==> src/sv/bed_pkg.sv <==
// ----------------------------------------------------------------------------
// bed_pkg
// Shared types and constants for the button event detector.
// ----------------------------------------------------------------------------
package bed_pkg;

	// width of the timing registers and the countdown and since-read counters
	localparam int TIME_W = 16;
	localparam int SCAN_W = 8;
	localparam int FLAG_W = 7;
	localparam int CFG_DATA_W = 16;
	localparam int CFG_IDX_W = 3;

	// flag bit positions
	localparam int FLAG_HOLD = 0;
	localparam int FLAG_DOWN = 1;
	localparam int FLAG_UP = 2;
	localparam int FLAG_SINGLE = 3;
	localparam int FLAG_DOUBLE = 4;
	localparam int FLAG_LONG = 5;
	localparam int FLAG_REPEAT = 6;

	// request opcodes
	localparam logic OP_TICK = 1'b0;
	localparam logic OP_READ = 1'b1;

	// register indexes
	localparam logic [CFG_IDX_W-1:0] CFG_SCAN_PERIOD = 3'd0;
	localparam logic [CFG_IDX_W-1:0] CFG_HOLD_TIME = 3'd1;
	localparam logic [CFG_IDX_W-1:0] CFG_DOUBLE_TIME = 3'd2;
	localparam logic [CFG_IDX_W-1:0] CFG_REPEAT_TIME = 3'd3;
	localparam logic [CFG_IDX_W-1:0] CFG_STALE_LIMIT = 3'd4;

	// click state machine
	typedef enum logic [2:0] {
		CM_IDLE = 3'd0,
		CM_PRESSED = 3'd1,
		CM_WAIT_SECOND = 3'd2,
		CM_SECOND_HELD = 3'd3,
		CM_LONG = 3'd4
	} click_mode_t;

	typedef struct packed {
		logic op;
		logic pin_level;
		logic [FLAG_W-1:0] query_mask;
	} item_t;

	typedef struct packed {
		logic hit;
		logic [FLAG_W-1:0] flags;
	} res_t;

	typedef struct packed {
		logic [SCAN_W-1:0] scan_period;
		logic [TIME_W-1:0] hold_time;
		logic [TIME_W-1:0] double_time;
		logic [TIME_W-1:0] repeat_time;
		logic [TIME_W-1:0] stale_limit;
	} cfg_t;

endpackage

==> src/sv/bed_item_if.sv <==
// ----------------------------------------------------------------------------
// bed_item_if
// Request channel: tick or read requests into the detector.
// ----------------------------------------------------------------------------
interface bed_item_if;
	import bed_pkg::*;

	logic valid;
	logic ready;
	logic op;
	logic pin_level;
	logic [FLAG_W-1:0] query_mask;

	modport source (output valid, output op, output pin_level, output query_mask,
		input ready);
	modport sink (input valid, input op, input pin_level, input query_mask,
		output ready);

endinterface

==> src/sv/bed_result_if.sv <==
// ----------------------------------------------------------------------------
// bed_result_if
// Result channel: hit and flag snapshot, one per request.
// ----------------------------------------------------------------------------
interface bed_result_if;
	import bed_pkg::*;

	logic valid;
	logic ready;
	logic hit;
	logic [FLAG_W-1:0] flags;

	modport source (output valid, output hit, output flags, input ready);
	modport sink (input valid, input hit, input flags, output ready);

endinterface

==> src/sv/button_event_detector_top.sv <==
// ----------------------------------------------------------------------------
// button_event_detector_top
// Push-button event detector: debounced sampling, click state machine and
// flag register with masked read-and-clear.
// ----------------------------------------------------------------------------
// Each request is either a 1 ms tick carrying the raw active-low pin level or
// a read with a flag mask; every request yields exactly one result (hit and
// the flag register after the request). One request is taken per clock cycle
// while the result channel keeps up; a request is registered on entry,
// processed by single-cycle logic and its result is loaded into the output
// register once that register is free or its result is being taken.
// The output register lets a new request enter while a result waits to be
// taken. Configuration writes are only expected while no request is in flight.
module button_event_detector_top import bed_pkg::*; (
	input logic clk,
	input logic arst_n,
	bed_item_if.sink item_in,
	bed_result_if.source result_out,
	input logic cfg_we,
	input logic [CFG_IDX_W-1:0] cfg_index,
	input logic [CFG_DATA_W-1:0] cfg_wdata
);

	cfg_t cfg_q;
	logic valid_s1;
	item_t item_s1;
	logic out_valid_q;
	res_t res_q;
	res_t core_res;
	logic accept_in;
	logic advance;

	// configuration registers
	always_ff @(posedge clk or negedge arst_n) begin
		if (!arst_n) begin
			cfg_q.scan_period <= SCAN_W'(20);
			cfg_q.hold_time <= TIME_W'(1000);
			cfg_q.double_time <= TIME_W'(300);
			cfg_q.repeat_time <= TIME_W'(200);
			cfg_q.stale_limit <= TIME_W'(1000);
		end else if (cfg_we) begin
			case (cfg_index)
				CFG_SCAN_PERIOD: cfg_q.scan_period <= cfg_wdata[SCAN_W-1:0];
				CFG_HOLD_TIME: cfg_q.hold_time <= TIME_W'(cfg_wdata);
				CFG_DOUBLE_TIME: cfg_q.double_time <= TIME_W'(cfg_wdata);
				CFG_REPEAT_TIME: cfg_q.repeat_time <= TIME_W'(cfg_wdata);
				CFG_STALE_LIMIT: cfg_q.stale_limit <= TIME_W'(cfg_wdata);
				default: ;
			endcase
		end
	end

	// handshake control
	assign advance = valid_s1 && (!out_valid_q || result_out.ready);
	assign item_in.ready = !valid_s1 || advance;
	assign accept_in = item_in.valid && item_in.ready;

	// input register
	always_ff @(posedge clk or negedge arst_n) begin
		if (!arst_n) begin
			valid_s1 <= 1'b0;
		end else if (accept_in) begin
			valid_s1 <= 1'b1;
		end else if (advance) begin
			valid_s1 <= 1'b0;
		end
	end

	always_ff @(posedge clk) begin
		if (accept_in) begin
			item_s1.op <= item_in.op;
			item_s1.pin_level <= item_in.pin_level;
			item_s1.query_mask <= item_in.query_mask;
		end
	end

	// detector state and update
	bed_core u_core (
		.clk (clk),
		.arst_n (arst_n),
		.step (advance),
		.item (item_s1),
		.cfg (cfg_q),
		.res (core_res)
	);

	// result register
	always_ff @(posedge clk or negedge arst_n) begin
		if (!arst_n) begin
			out_valid_q <= 1'b0;
		end else if (advance) begin
			out_valid_q <= 1'b1;
		end else if (result_out.ready) begin
			out_valid_q <= 1'b0;
		end
	end

	always_ff @(posedge clk) begin
		if (advance) res_q <= core_res;
	end

	assign result_out.valid = out_valid_q;
	assign result_out.hit = res_q.hit;
	assign result_out.flags = res_q.flags;

	// ticks never report a hit
	a_tick_no_hit: assert property (@(posedge clk) disable iff (!arst_n)
		advance && item_s1.op == OP_TICK |-> !core_res.hit)
		else $error("tick produced a hit");

	// a hit on a pure hold query leaves the hold flag set
	a_hold_query: assert property (@(posedge clk) disable iff (!arst_n)
		advance && core_res.hit && item_s1.query_mask == FLAG_W'(1 << FLAG_HOLD)
		|-> core_res.flags[FLAG_HOLD])
		else $error("hold query cleared the hold flag");

	// a pending request is not dropped while the output stalls
	a_no_drop: assert property (@(posedge clk) disable iff (!arst_n)
		valid_s1 && out_valid_q && !result_out.ready |=> valid_s1)
		else $error("request lost under output stall");

endmodule

==> src/sv/bed_core.sv <==
// ----------------------------------------------------------------------------
// bed_core
// Detector state and its single-cycle update for one request.
// ----------------------------------------------------------------------------
module bed_core import bed_pkg::*; (
	input logic clk,
	input logic arst_n,
	input logic step,
	input item_t item,
	input cfg_t cfg,
	output res_t res
);

	logic [SCAN_W-1:0] scan_counter_q, scan_counter_d;
	logic level_now_q, level_now_d;
	logic level_before_q, level_before_d;
	click_mode_t click_mode_q, click_mode_d;
	logic [TIME_W-1:0] countdown_q, countdown_d;
	logic [TIME_W-1:0] since_read_q, since_read_d;
	logic [FLAG_W-1:0] event_flags_q, event_flags_d;

	logic [SCAN_W-1:0] scan_inc;
	logic [TIME_W-1:0] cd_dec;
	logic cd_zero;
	logic do_sample;
	logic pressed;
	logic [FLAG_W-1:0] sample_flags;
	logic [TIME_W-1:0] sample_cd;
	logic hit;

	// tick counters
	always_comb begin
		scan_inc = scan_counter_q + SCAN_W'(1);
		cd_dec = (countdown_q != '0) ? countdown_q - TIME_W'(1) : countdown_q;
		cd_zero = (cd_dec == '0);
		pressed = ~item.pin_level;
		do_sample = (item.op == OP_TICK) && (scan_inc >= cfg.scan_period);
	end

	// click machine next state, only meaningful on a sample
	always_comb begin
		case (click_mode_q)
			CM_IDLE: click_mode_d = pressed ? CM_PRESSED : CM_IDLE;
			CM_PRESSED: begin
				if (!pressed) click_mode_d = CM_WAIT_SECOND;
				else if (cd_zero) click_mode_d = CM_LONG;
				else click_mode_d = CM_PRESSED;
			end
			CM_WAIT_SECOND: begin
				if (pressed) click_mode_d = CM_SECOND_HELD;
				else if (cd_zero) click_mode_d = CM_IDLE;
				else click_mode_d = CM_WAIT_SECOND;
			end
			CM_SECOND_HELD: click_mode_d = pressed ? CM_SECOND_HELD : CM_IDLE;
			CM_LONG: click_mode_d = pressed ? CM_LONG : CM_IDLE;
			default: click_mode_d = CM_IDLE;
		endcase
	end

	// click machine outputs: flags raised and countdown reload on a sample
	always_comb begin
		sample_flags = event_flags_q;
		sample_flags[FLAG_HOLD] = pressed;
		if (pressed && !level_now_q) sample_flags[FLAG_DOWN] = 1'b1;
		if (!pressed && level_now_q) sample_flags[FLAG_UP] = 1'b1;
		sample_cd = cd_dec;
		case (click_mode_q)
			CM_IDLE: begin
				if (pressed) sample_cd = cfg.hold_time;
			end
			CM_PRESSED: begin
				if (!pressed) begin
					sample_cd = cfg.double_time;
				end else if (cd_zero) begin
					sample_cd = cfg.repeat_time;
					sample_flags[FLAG_LONG] = 1'b1;
				end
			end
			CM_WAIT_SECOND: begin
				if (pressed) sample_flags[FLAG_DOUBLE] = 1'b1;
				else if (cd_zero) sample_flags[FLAG_SINGLE] = 1'b1;
			end
			CM_LONG: begin
				if (pressed && cd_zero) begin
					sample_cd = cfg.repeat_time;
					sample_flags[FLAG_REPEAT] = 1'b1;
				end
			end
			default: ;
		endcase
	end

	// full step: tick or read
	always_comb begin
		scan_counter_d = scan_counter_q;
		level_now_d = level_now_q;
		level_before_d = level_before_q;
		countdown_d = countdown_q;
		since_read_d = since_read_q;
		event_flags_d = event_flags_q;
		hit = 1'b0;
		if (item.op == OP_TICK) begin
			if (since_read_q != '1) since_read_d = since_read_q + TIME_W'(1);
			countdown_d = cd_dec;
			scan_counter_d = scan_inc;
			if (do_sample) begin
				scan_counter_d = '0;
				level_before_d = level_now_q;
				level_now_d = pressed;
				event_flags_d = sample_flags;
				countdown_d = sample_cd;
			end
		end else begin
			since_read_d = '0;
			if (since_read_q < cfg.stale_limit) begin
				if ((event_flags_q & item.query_mask) != '0) begin
					hit = 1'b1;
					if (item.query_mask != FLAG_W'(1 << FLAG_HOLD))
						event_flags_d = event_flags_q & ~item.query_mask;
				end
			end else begin
				event_flags_d = '0;
			end
		end
		res.hit = hit;
		res.flags = event_flags_d;
	end

	// state registers
	always_ff @(posedge clk or negedge arst_n) begin
		if (!arst_n) begin
			scan_counter_q <= '0;
			level_now_q <= 1'b0;
			level_before_q <= 1'b0;
			click_mode_q <= CM_IDLE;
			countdown_q <= '0;
			since_read_q <= '0;
			event_flags_q <= '0;
		end else if (step) begin
			scan_counter_q <= scan_counter_d;
			level_now_q <= level_now_d;
			level_before_q <= level_before_d;
			if (do_sample) click_mode_q <= click_mode_d;
			countdown_q <= countdown_d;
			since_read_q <= since_read_d;
			event_flags_q <= event_flags_d;
		end
	end

endmodule

==> src/flat_wrapper.sv <==
// flat-port wrapper written by rule: the top's interface ports become plain ports
module button_event_detector_top_flat import bed_pkg::*;
  (clk, arst_n, cfg_we, cfg_index, cfg_wdata, item_in_valid, item_in_op, item_in_pin_level, item_in_query_mask, item_in_ready, result_out_valid, result_out_hit, result_out_flags, result_out_ready);
  bed_item_if item_in_i ();
  bed_result_if result_out_i ();
  input logic clk;
  input logic arst_n;
  input logic cfg_we;
  input logic [CFG_IDX_W-1:0] cfg_index;
  input logic [CFG_DATA_W-1:0] cfg_wdata;
  input wire logic [$bits(item_in_i.valid)-1:0] item_in_valid;
  input wire logic [$bits(item_in_i.op)-1:0] item_in_op;
  input wire logic [$bits(item_in_i.pin_level)-1:0] item_in_pin_level;
  input wire logic [$bits(item_in_i.query_mask)-1:0] item_in_query_mask;
  output wire logic [$bits(item_in_i.ready)-1:0] item_in_ready;
  output wire logic [$bits(result_out_i.valid)-1:0] result_out_valid;
  output wire logic [$bits(result_out_i.hit)-1:0] result_out_hit;
  output wire logic [$bits(result_out_i.flags)-1:0] result_out_flags;
  input wire logic [$bits(result_out_i.ready)-1:0] result_out_ready;
  assign item_in_i.valid = item_in_valid;
  assign item_in_i.op = item_in_op;
  assign item_in_i.pin_level = item_in_pin_level;
  assign item_in_i.query_mask = item_in_query_mask;
  assign item_in_ready = item_in_i.ready;
  assign result_out_valid = result_out_i.valid;
  assign result_out_hit = result_out_i.hit;
  assign result_out_flags = result_out_i.flags;
  assign result_out_i.ready = result_out_ready;
  button_event_detector_top u_core (.clk(clk), .arst_n(arst_n), .item_in(item_in_i), .result_out(result_out_i), .cfg_we(cfg_we), .cfg_index(cfg_index), .cfg_wdata(cfg_wdata));
endmodule
==> config.mk <==
export PLATFORM = sky130hd
export DESIGN_NAME = button_event_detector_top_flat
export DESIGN_NICKNAME = d
export VERILOG_FILES = /design/src/sv/bed_pkg.sv /design/src/sv/bed_item_if.sv /design/src/sv/bed_result_if.sv /design/src/sv/button_event_detector_top.sv /design/src/sv/bed_core.sv /design/src/flat_wrapper.sv
export SDC_FILE = /design/constraint.sdc
export NUM_CORES = 1
export LEC_CHECK = 0
export BUFFER_PORTS_ARGS = -buffer_cell sky130_fd_sc_hd__buf_4
export CAP_MARGIN = 20
export CORE_MARGIN = 8
export CORE_UTILIZATION = 60
export DETAILED_ROUTE_END_ITERATION = 16
export PLACE_DENSITY_LB_ADDON = 0.08
export SLEW_MARGIN = 20
export SYNTH_ARGS = -nofsm -noshare
export SYNTH_HDL_FRONTEND = slang
export SYNTH_SLANG_ARGS = --single-unit
export TNS_END_PERCENT = 100
==> constraint.sdc <==
create_clock -name clk -period 7.9 [get_ports clk]
set_clock_uncertainty 0.1 [all_clocks]
set_input_delay 1.185 -clock clk [delete_from_list [all_inputs] [get_ports clk]]
set_output_delay 1.185 -clock clk [all_outputs]
set_load 0.1 [all_outputs]
# Word level (Yosys, flattened, before mapping)
# Cells that the tools add are included.
[totals]
ram_bits = 0
input_bits = 33
memories = 0
regBits = 142
romBits = 0
latchBits = 0
elab_cells = 106
out_inout_bits = 10
[classes]
magnitude_cmp = 2
n_eq_ne = 10
reduce_logical = 29
div = 0
bitwise_logic = 5
mux = 39
shifts = 0
add_sub_neg = 3
n_mul = 0
[ops]
columns = ["operator", "count"]
rows = [
  ["two-way mux 16 bit", 8],
  ["one-hot mux 16 bit (3 select lines)", 1],
  ["two-way mux 7 bit", 5],
  ["AND reduction 2 bit", 9],
  ["adder 16 x 1 -> 16 bit (second input constant)", 1],
  ["zero test 16 bit", 1],
  ["< comparator 16 bit", 1],
  ["two-way mux 1 bit", 16],
  ["!= test 16 bit (second input constant)", 1],
  ["nonzero test 16 bit", 1],
  ["subtractor 16 x 1 -> 16 bit (second input constant)", 1],
  ["one-hot mux 3 bit (5 select lines)", 1],
  ["AND 7 bit", 2],
  ["equality test 3 x 2 -> 1 bit (second input constant)", 4],
  ["two-way mux 3 bit", 3],
  ["adder 8 x 1 -> 8 bit (second input constant)", 1],
  ["greater-or-equal comparator 8 bit", 1],
  ["two-way mux 2 bit", 4],
  ["two-way mux 8 bit", 1],
  ["!= test 7 x 1 -> 1 bit (second input constant)", 1],
  ["inverter 7 bit", 1],
  ["nonzero test 7 bit", 1],
  ["equality test 3 x 1 -> 1 bit (second input constant)", 2],
  ["equality test 3 bit (second input constant)", 2],
  ["7 further kinds", 19],
]

# Depth between registers and ports, before layout
[logic_depth]
ltp_word = 8
ltp_mapped = 13
mapped_depth_nobuf = 12

# Modules after synthesis
# Synthesis repeated with hierarchy kept, for this count alone.
[unflattened]
hier_cells = 761
area_unflattened_um2 = 7931.4
[modules_own_cells]
columns = ["mod", "cells_per_inst", "area_each_um2", "n_inst", "seq_area_each_um2"]
rows = [
  ["bed_core", 580, 4478.0, 1, 1276.2],
  ["button_event_detector_top", 181, 3453.3, 1, 2388.5],
]

# Worst setup path after synthesis
# Ideal clock, no wire load.
[synth_timing]
path_kind = "input-to-output"
startpoint = "input port result_out_ready"
endpoint = "output port item_in_ready"
required_time_ns = 6.615
n_path_buf = 0
stages = 1
setup_slack_ns = 4.608
arrival_time_ns = 2.007
cell_sequence = "nand3b_1"
[synth_between]
elab_chain_len = 3
[synth_lines]
columns = ["item", "line_no", "text"]
rows = [
  ["from (decl)", "flat_wrapper.sv:19", "input wire logic [$bits(result_out_i.ready)-1:0] result_out_ready;"],
  ["logical OR 1 bit", "button_event_detector_top.sv:54", "assign advance = valid_s1 && (!out_valid_q || result_out.ready);"],
  ["logical AND 1 bit", "button_event_detector_top.sv:54", ""],
  ["logical OR 1 bit", "button_event_detector_top.sv:55", "assign item_in.ready = !valid_s1 || advance;"],
  ["to (decl)", "flat_wrapper.sv:15", "output wire logic [$bits(item_in_i.ready)-1:0] item_in_ready;"],
]
# No other way between the ends.

# Worst setup path after layout
[layout_timing]
startpoint = "register u_core.u_core.scan_counter_q[0]"
endpoint = "register u_core.u_core.countdown_q[0]"
[layout_between]
elab_chain_len = 4
[layout_lines]
columns = ["item", "line_no", "text"]
rows = [
  ["from (decl)", "bed_core.sv:14", "logic [SCAN_W-1:0] scan_counter_q, scan_counter_d;"],
  ["from (signal assigned)", "bed_core.sv:140", "scan_counter_q <= scan_counter_d;"],
  ["adder 8 x 1 -> 8 bit", "bed_core.sv:33", "scan_inc = scan_counter_q + SCAN_W'(1);"],
  ["greater-or-equal comparator 8 bit", "bed_core.sv:37", "do_sample = (item.op == OP_TICK) && (scan_inc >= cfg.scan_period);"],
  ["logical AND 1 bit", "bed_core.sv:37", ""],
  ["two-way mux 16 bit", "bed_core.sv:106", "if (do_sample) begin"],
  ["to (signal assigned)", "bed_core.sv:144", "countdown_q <= countdown_d;"],
  ["to (decl)", "bed_core.sv:18", "logic [TIME_W-1:0] countdown_q, countdown_d;"],
]
# No other way between the ends.
# A chain may end at the register's enable or synchronous reset.

==> flow_summary.ini <==
[pwr]
p_seq_share_pct = 42.5
p_clk_share_pct = 32.7
peakVddDrop_mv = 0.215
swShare_pct = 33.0
intPower_mw = 1.66
power_switching_mw = 0.817
p_comb_share_pct = 24.8
pwr_density_cell_nw_per_um2 = 278
leakage_nw = 3.69
power_mw = 2.47

[global_route]
grtUsageTotal_pct = 26.3
grt_first_pass_wirelength_mm = 34.5
grt_pass1_vias = 6561
overflow = 0
grt_max_degree = 82
antenna_found_initial = 0

[place]
place_congestion = 0.933
place_area_um2 = 8320
io_buffers = 42
dp_hpwl_mm = 14.9

[timing]
finalSetupViolCount = 0
slew_violations = 0
rsz0062_at_grt = no
slew_headroom_pct = 17.1
fmax_ghz = 0.256
setup_tns_ns = 0
period_share_pct = 49.5
worstMarginPinSlew_ns = 1.23
hold_viol = 0
min_period_ns = 3.91

[hold_path]
hold_path.startpoint = u_core.u_core.scan_counter_q[7]
worstHoldPathType = reg2reg
holdPathEnd = u_core.u_core.scan_counter_q[7]
whs_path_depth = 2

[die]
die_h_um = 131
initial_core_util_pct = 60.5
die_w_um = 131
core_um2 = 13000
io_pins = 43
rows = 42
dieArea_um2 = 17100

[setup_path]
crit_arrival_ns = 4.09
cp-start-kind = flip-flop
worstPathRequired_ns = 8.08
worstSetupPathType = reg2reg
reg2regPathDepth = 12
end_kind = flip-flop
cp_max_fo = 16
worstReg2RegEnd = u_core.u_core.countdown_q[0]
worstReg2RegStart = u_core.u_core.scan_counter_q[0]
reg2reg_slack_ns = 3.99

[cells_and_area]
syn_to_final_growth_pct = 13.0
final_cell_mix = 104 x dfrtp_1, 84 x nand2_1, 80 x o21ai_0, 59 x nor2_1, 52 x mux2_2
diodes = 0
final_common_cell = dfrtp_1
drive_above_1_share_pct = 19.6
layout.nets = 901
fin_area_um2 = 8910

[clock_tree]
clock_latency_ns = 0.43
cts_resized = 0
cts_root_buf = clkbuf_16
cts_buffers = 17
cts.path.max_buffers = 2
htree_levels = 4
clk_transition_reported_paths_ns = 0.06
clock_sink_count = 142
post_cts_buffers = 0
hold_buffers = 0
cts_tree = built

[yosys]
synthArstFlopShare_pct = 88.0
synth_top_area_cell = dfrtp_1
syn_avg_cell_area_um2 = 9.69
yosys_warnings = 0
synthesis.area_um2 = 7890
synth_top_area_share_pct = 33.0
yosys.cell_types.count = 66
synth_nets = 873
synth_edf_count = 17
ys.flop_type = dfrtp_1
synthTopCellsByArea = dfrtp_1 33%, mux2_2 7.4%, dfstp_2 7.0%
synth_seq_cells = 142
synthCells = 814
seq_area_frac_synth_pct = 46.5

[drt]
ant_nets = 0
avgRoutedWirePerCell_um = 20.4
drtIter0Drc = 816
routed-via-count = 6595
dr.pass1.iters = 5
routed_wl_mm = 21.1
drc_errors = 0
vias_per_cell = 6.40

[run_status]
status = finished clean

[run]
cap_viol_max_count = 0
## kinds of logic after synthesis
group,after synthesis,synth area share (%)
fa+ha+maj,26,4.12
compound gates,216,17.4
xor+xnor,19,2.11
buf+inv,76,3.81
mux,60,8.44
simple gates,275,17.7
flops,142,46.5
## state kept, by name, indices dropped and copies added (netlist names)
register	count
u_core.item_s1	9
u_core.result_out.flags	7
u_core.cfg_q	72
u_core.u_core.scan_counter_q	8
u_core.result_out.valid	1
u_core.u_core.event_flags_q	7
u_core.valid_s1	1
u_core.u_core.countdown_q	16
u_core.u_core.level_now_q	1
u_core.result_out.hit	1
u_core.u_core.click_mode_q	3
u_core.u_core.since_read_q	16
## metal layers
layer	global-route usage, %	share of wire [%]	up-vias
li1	-	-	3033
met1	33.1	41	3190
met2	42.7	49	316
met3	6.09	6.9	56
met4	11.5	3.4	0
met5	0	0	-
## critical path, cell delays in order (launching register included)
cell	delay, ns
dfrtp_1	0.43
and3_1	0.22
and3_1	0.19
and3_1	0.19
xor2_1	0.21
ha_1	0.22
a2111oi_0	0.10
nor2b_1	0.16
o21ai_0	0.16
and2_1	0.53
nand3_1	0.63
a2111oi_0	0.51
a211oi_1	0.11
## how the worst max path moves through the flow
stage | start | endpoint | slack [ns] | depth (start not counted)
2_1_floorplan | result_out_ready | item_in_ready | 4.61 | 1
5_1_grt | u_core.u_core.scan_counter_q[0] | u_core.u_core.countdown_q[0] | 3.71 | 12
4_1_cts | u_core.u_core.scan_counter_q[0] | u_core.u_core.countdown_q[0] | 4.09 | 12
3_5_place_dp | result_out_ready | u_core.u_core.countdown_q[0] | 4.07 | 8
3_3_place_gp | u_core.u_core.countdown_q[6] | u_core.u_core.countdown_q[0] | 4.18 | 7
6_report | u_core.u_core.scan_counter_q[0] | u_core.u_core.countdown_q[0] | 3.99 | 12
## cells in the mapped netlist (21+ instances only)
cell type and count:
dfrtp_1 104, nand2_1 84, o21ai_0 80, nor2_1 60, mux2_2 52, a21oi_1 40, inv_1 36, clkbuf_1 35
ha_1 26, nand3_1 24, nor3_1 22, dfstp_2 21
## area by class of cell
class	count	area, um^2
clock buffers	26	479
clock inverters	6	113
fillers	1051	4120
inverters	36	135
multi-input cells	596	3930
flip-flops and latches	142	3660
well taps	176	220
repair buffers	49	372
## power groups by stage
stage	sequential (mW)	combinational [mW]	clock (mW)
after global placement	1.05	0.582	0
after CTS	1.05	0.609	0.815
after detailed placement	1.06	0.601	0
final	1.05	0.614	0.809
after global routing	1.07	0.682	0.850
after floorplan	1.03	0.440	0
## per-stage QoR
step                      hold slack [ns]  utilization, %  instances  setup WS, ns
final                               0.392            68.4       1031          3.99
after global routing                0.401            68.4       1031          3.71
after CTS                           0.388            68.4       1031          4.09
after detailed placement            0.377            63.8        999          4.07
after global placement              0.378            63.8        999          4.18
after floorplan                     0.359               -        814          4.61
Power figures use the tool's default switching activity.
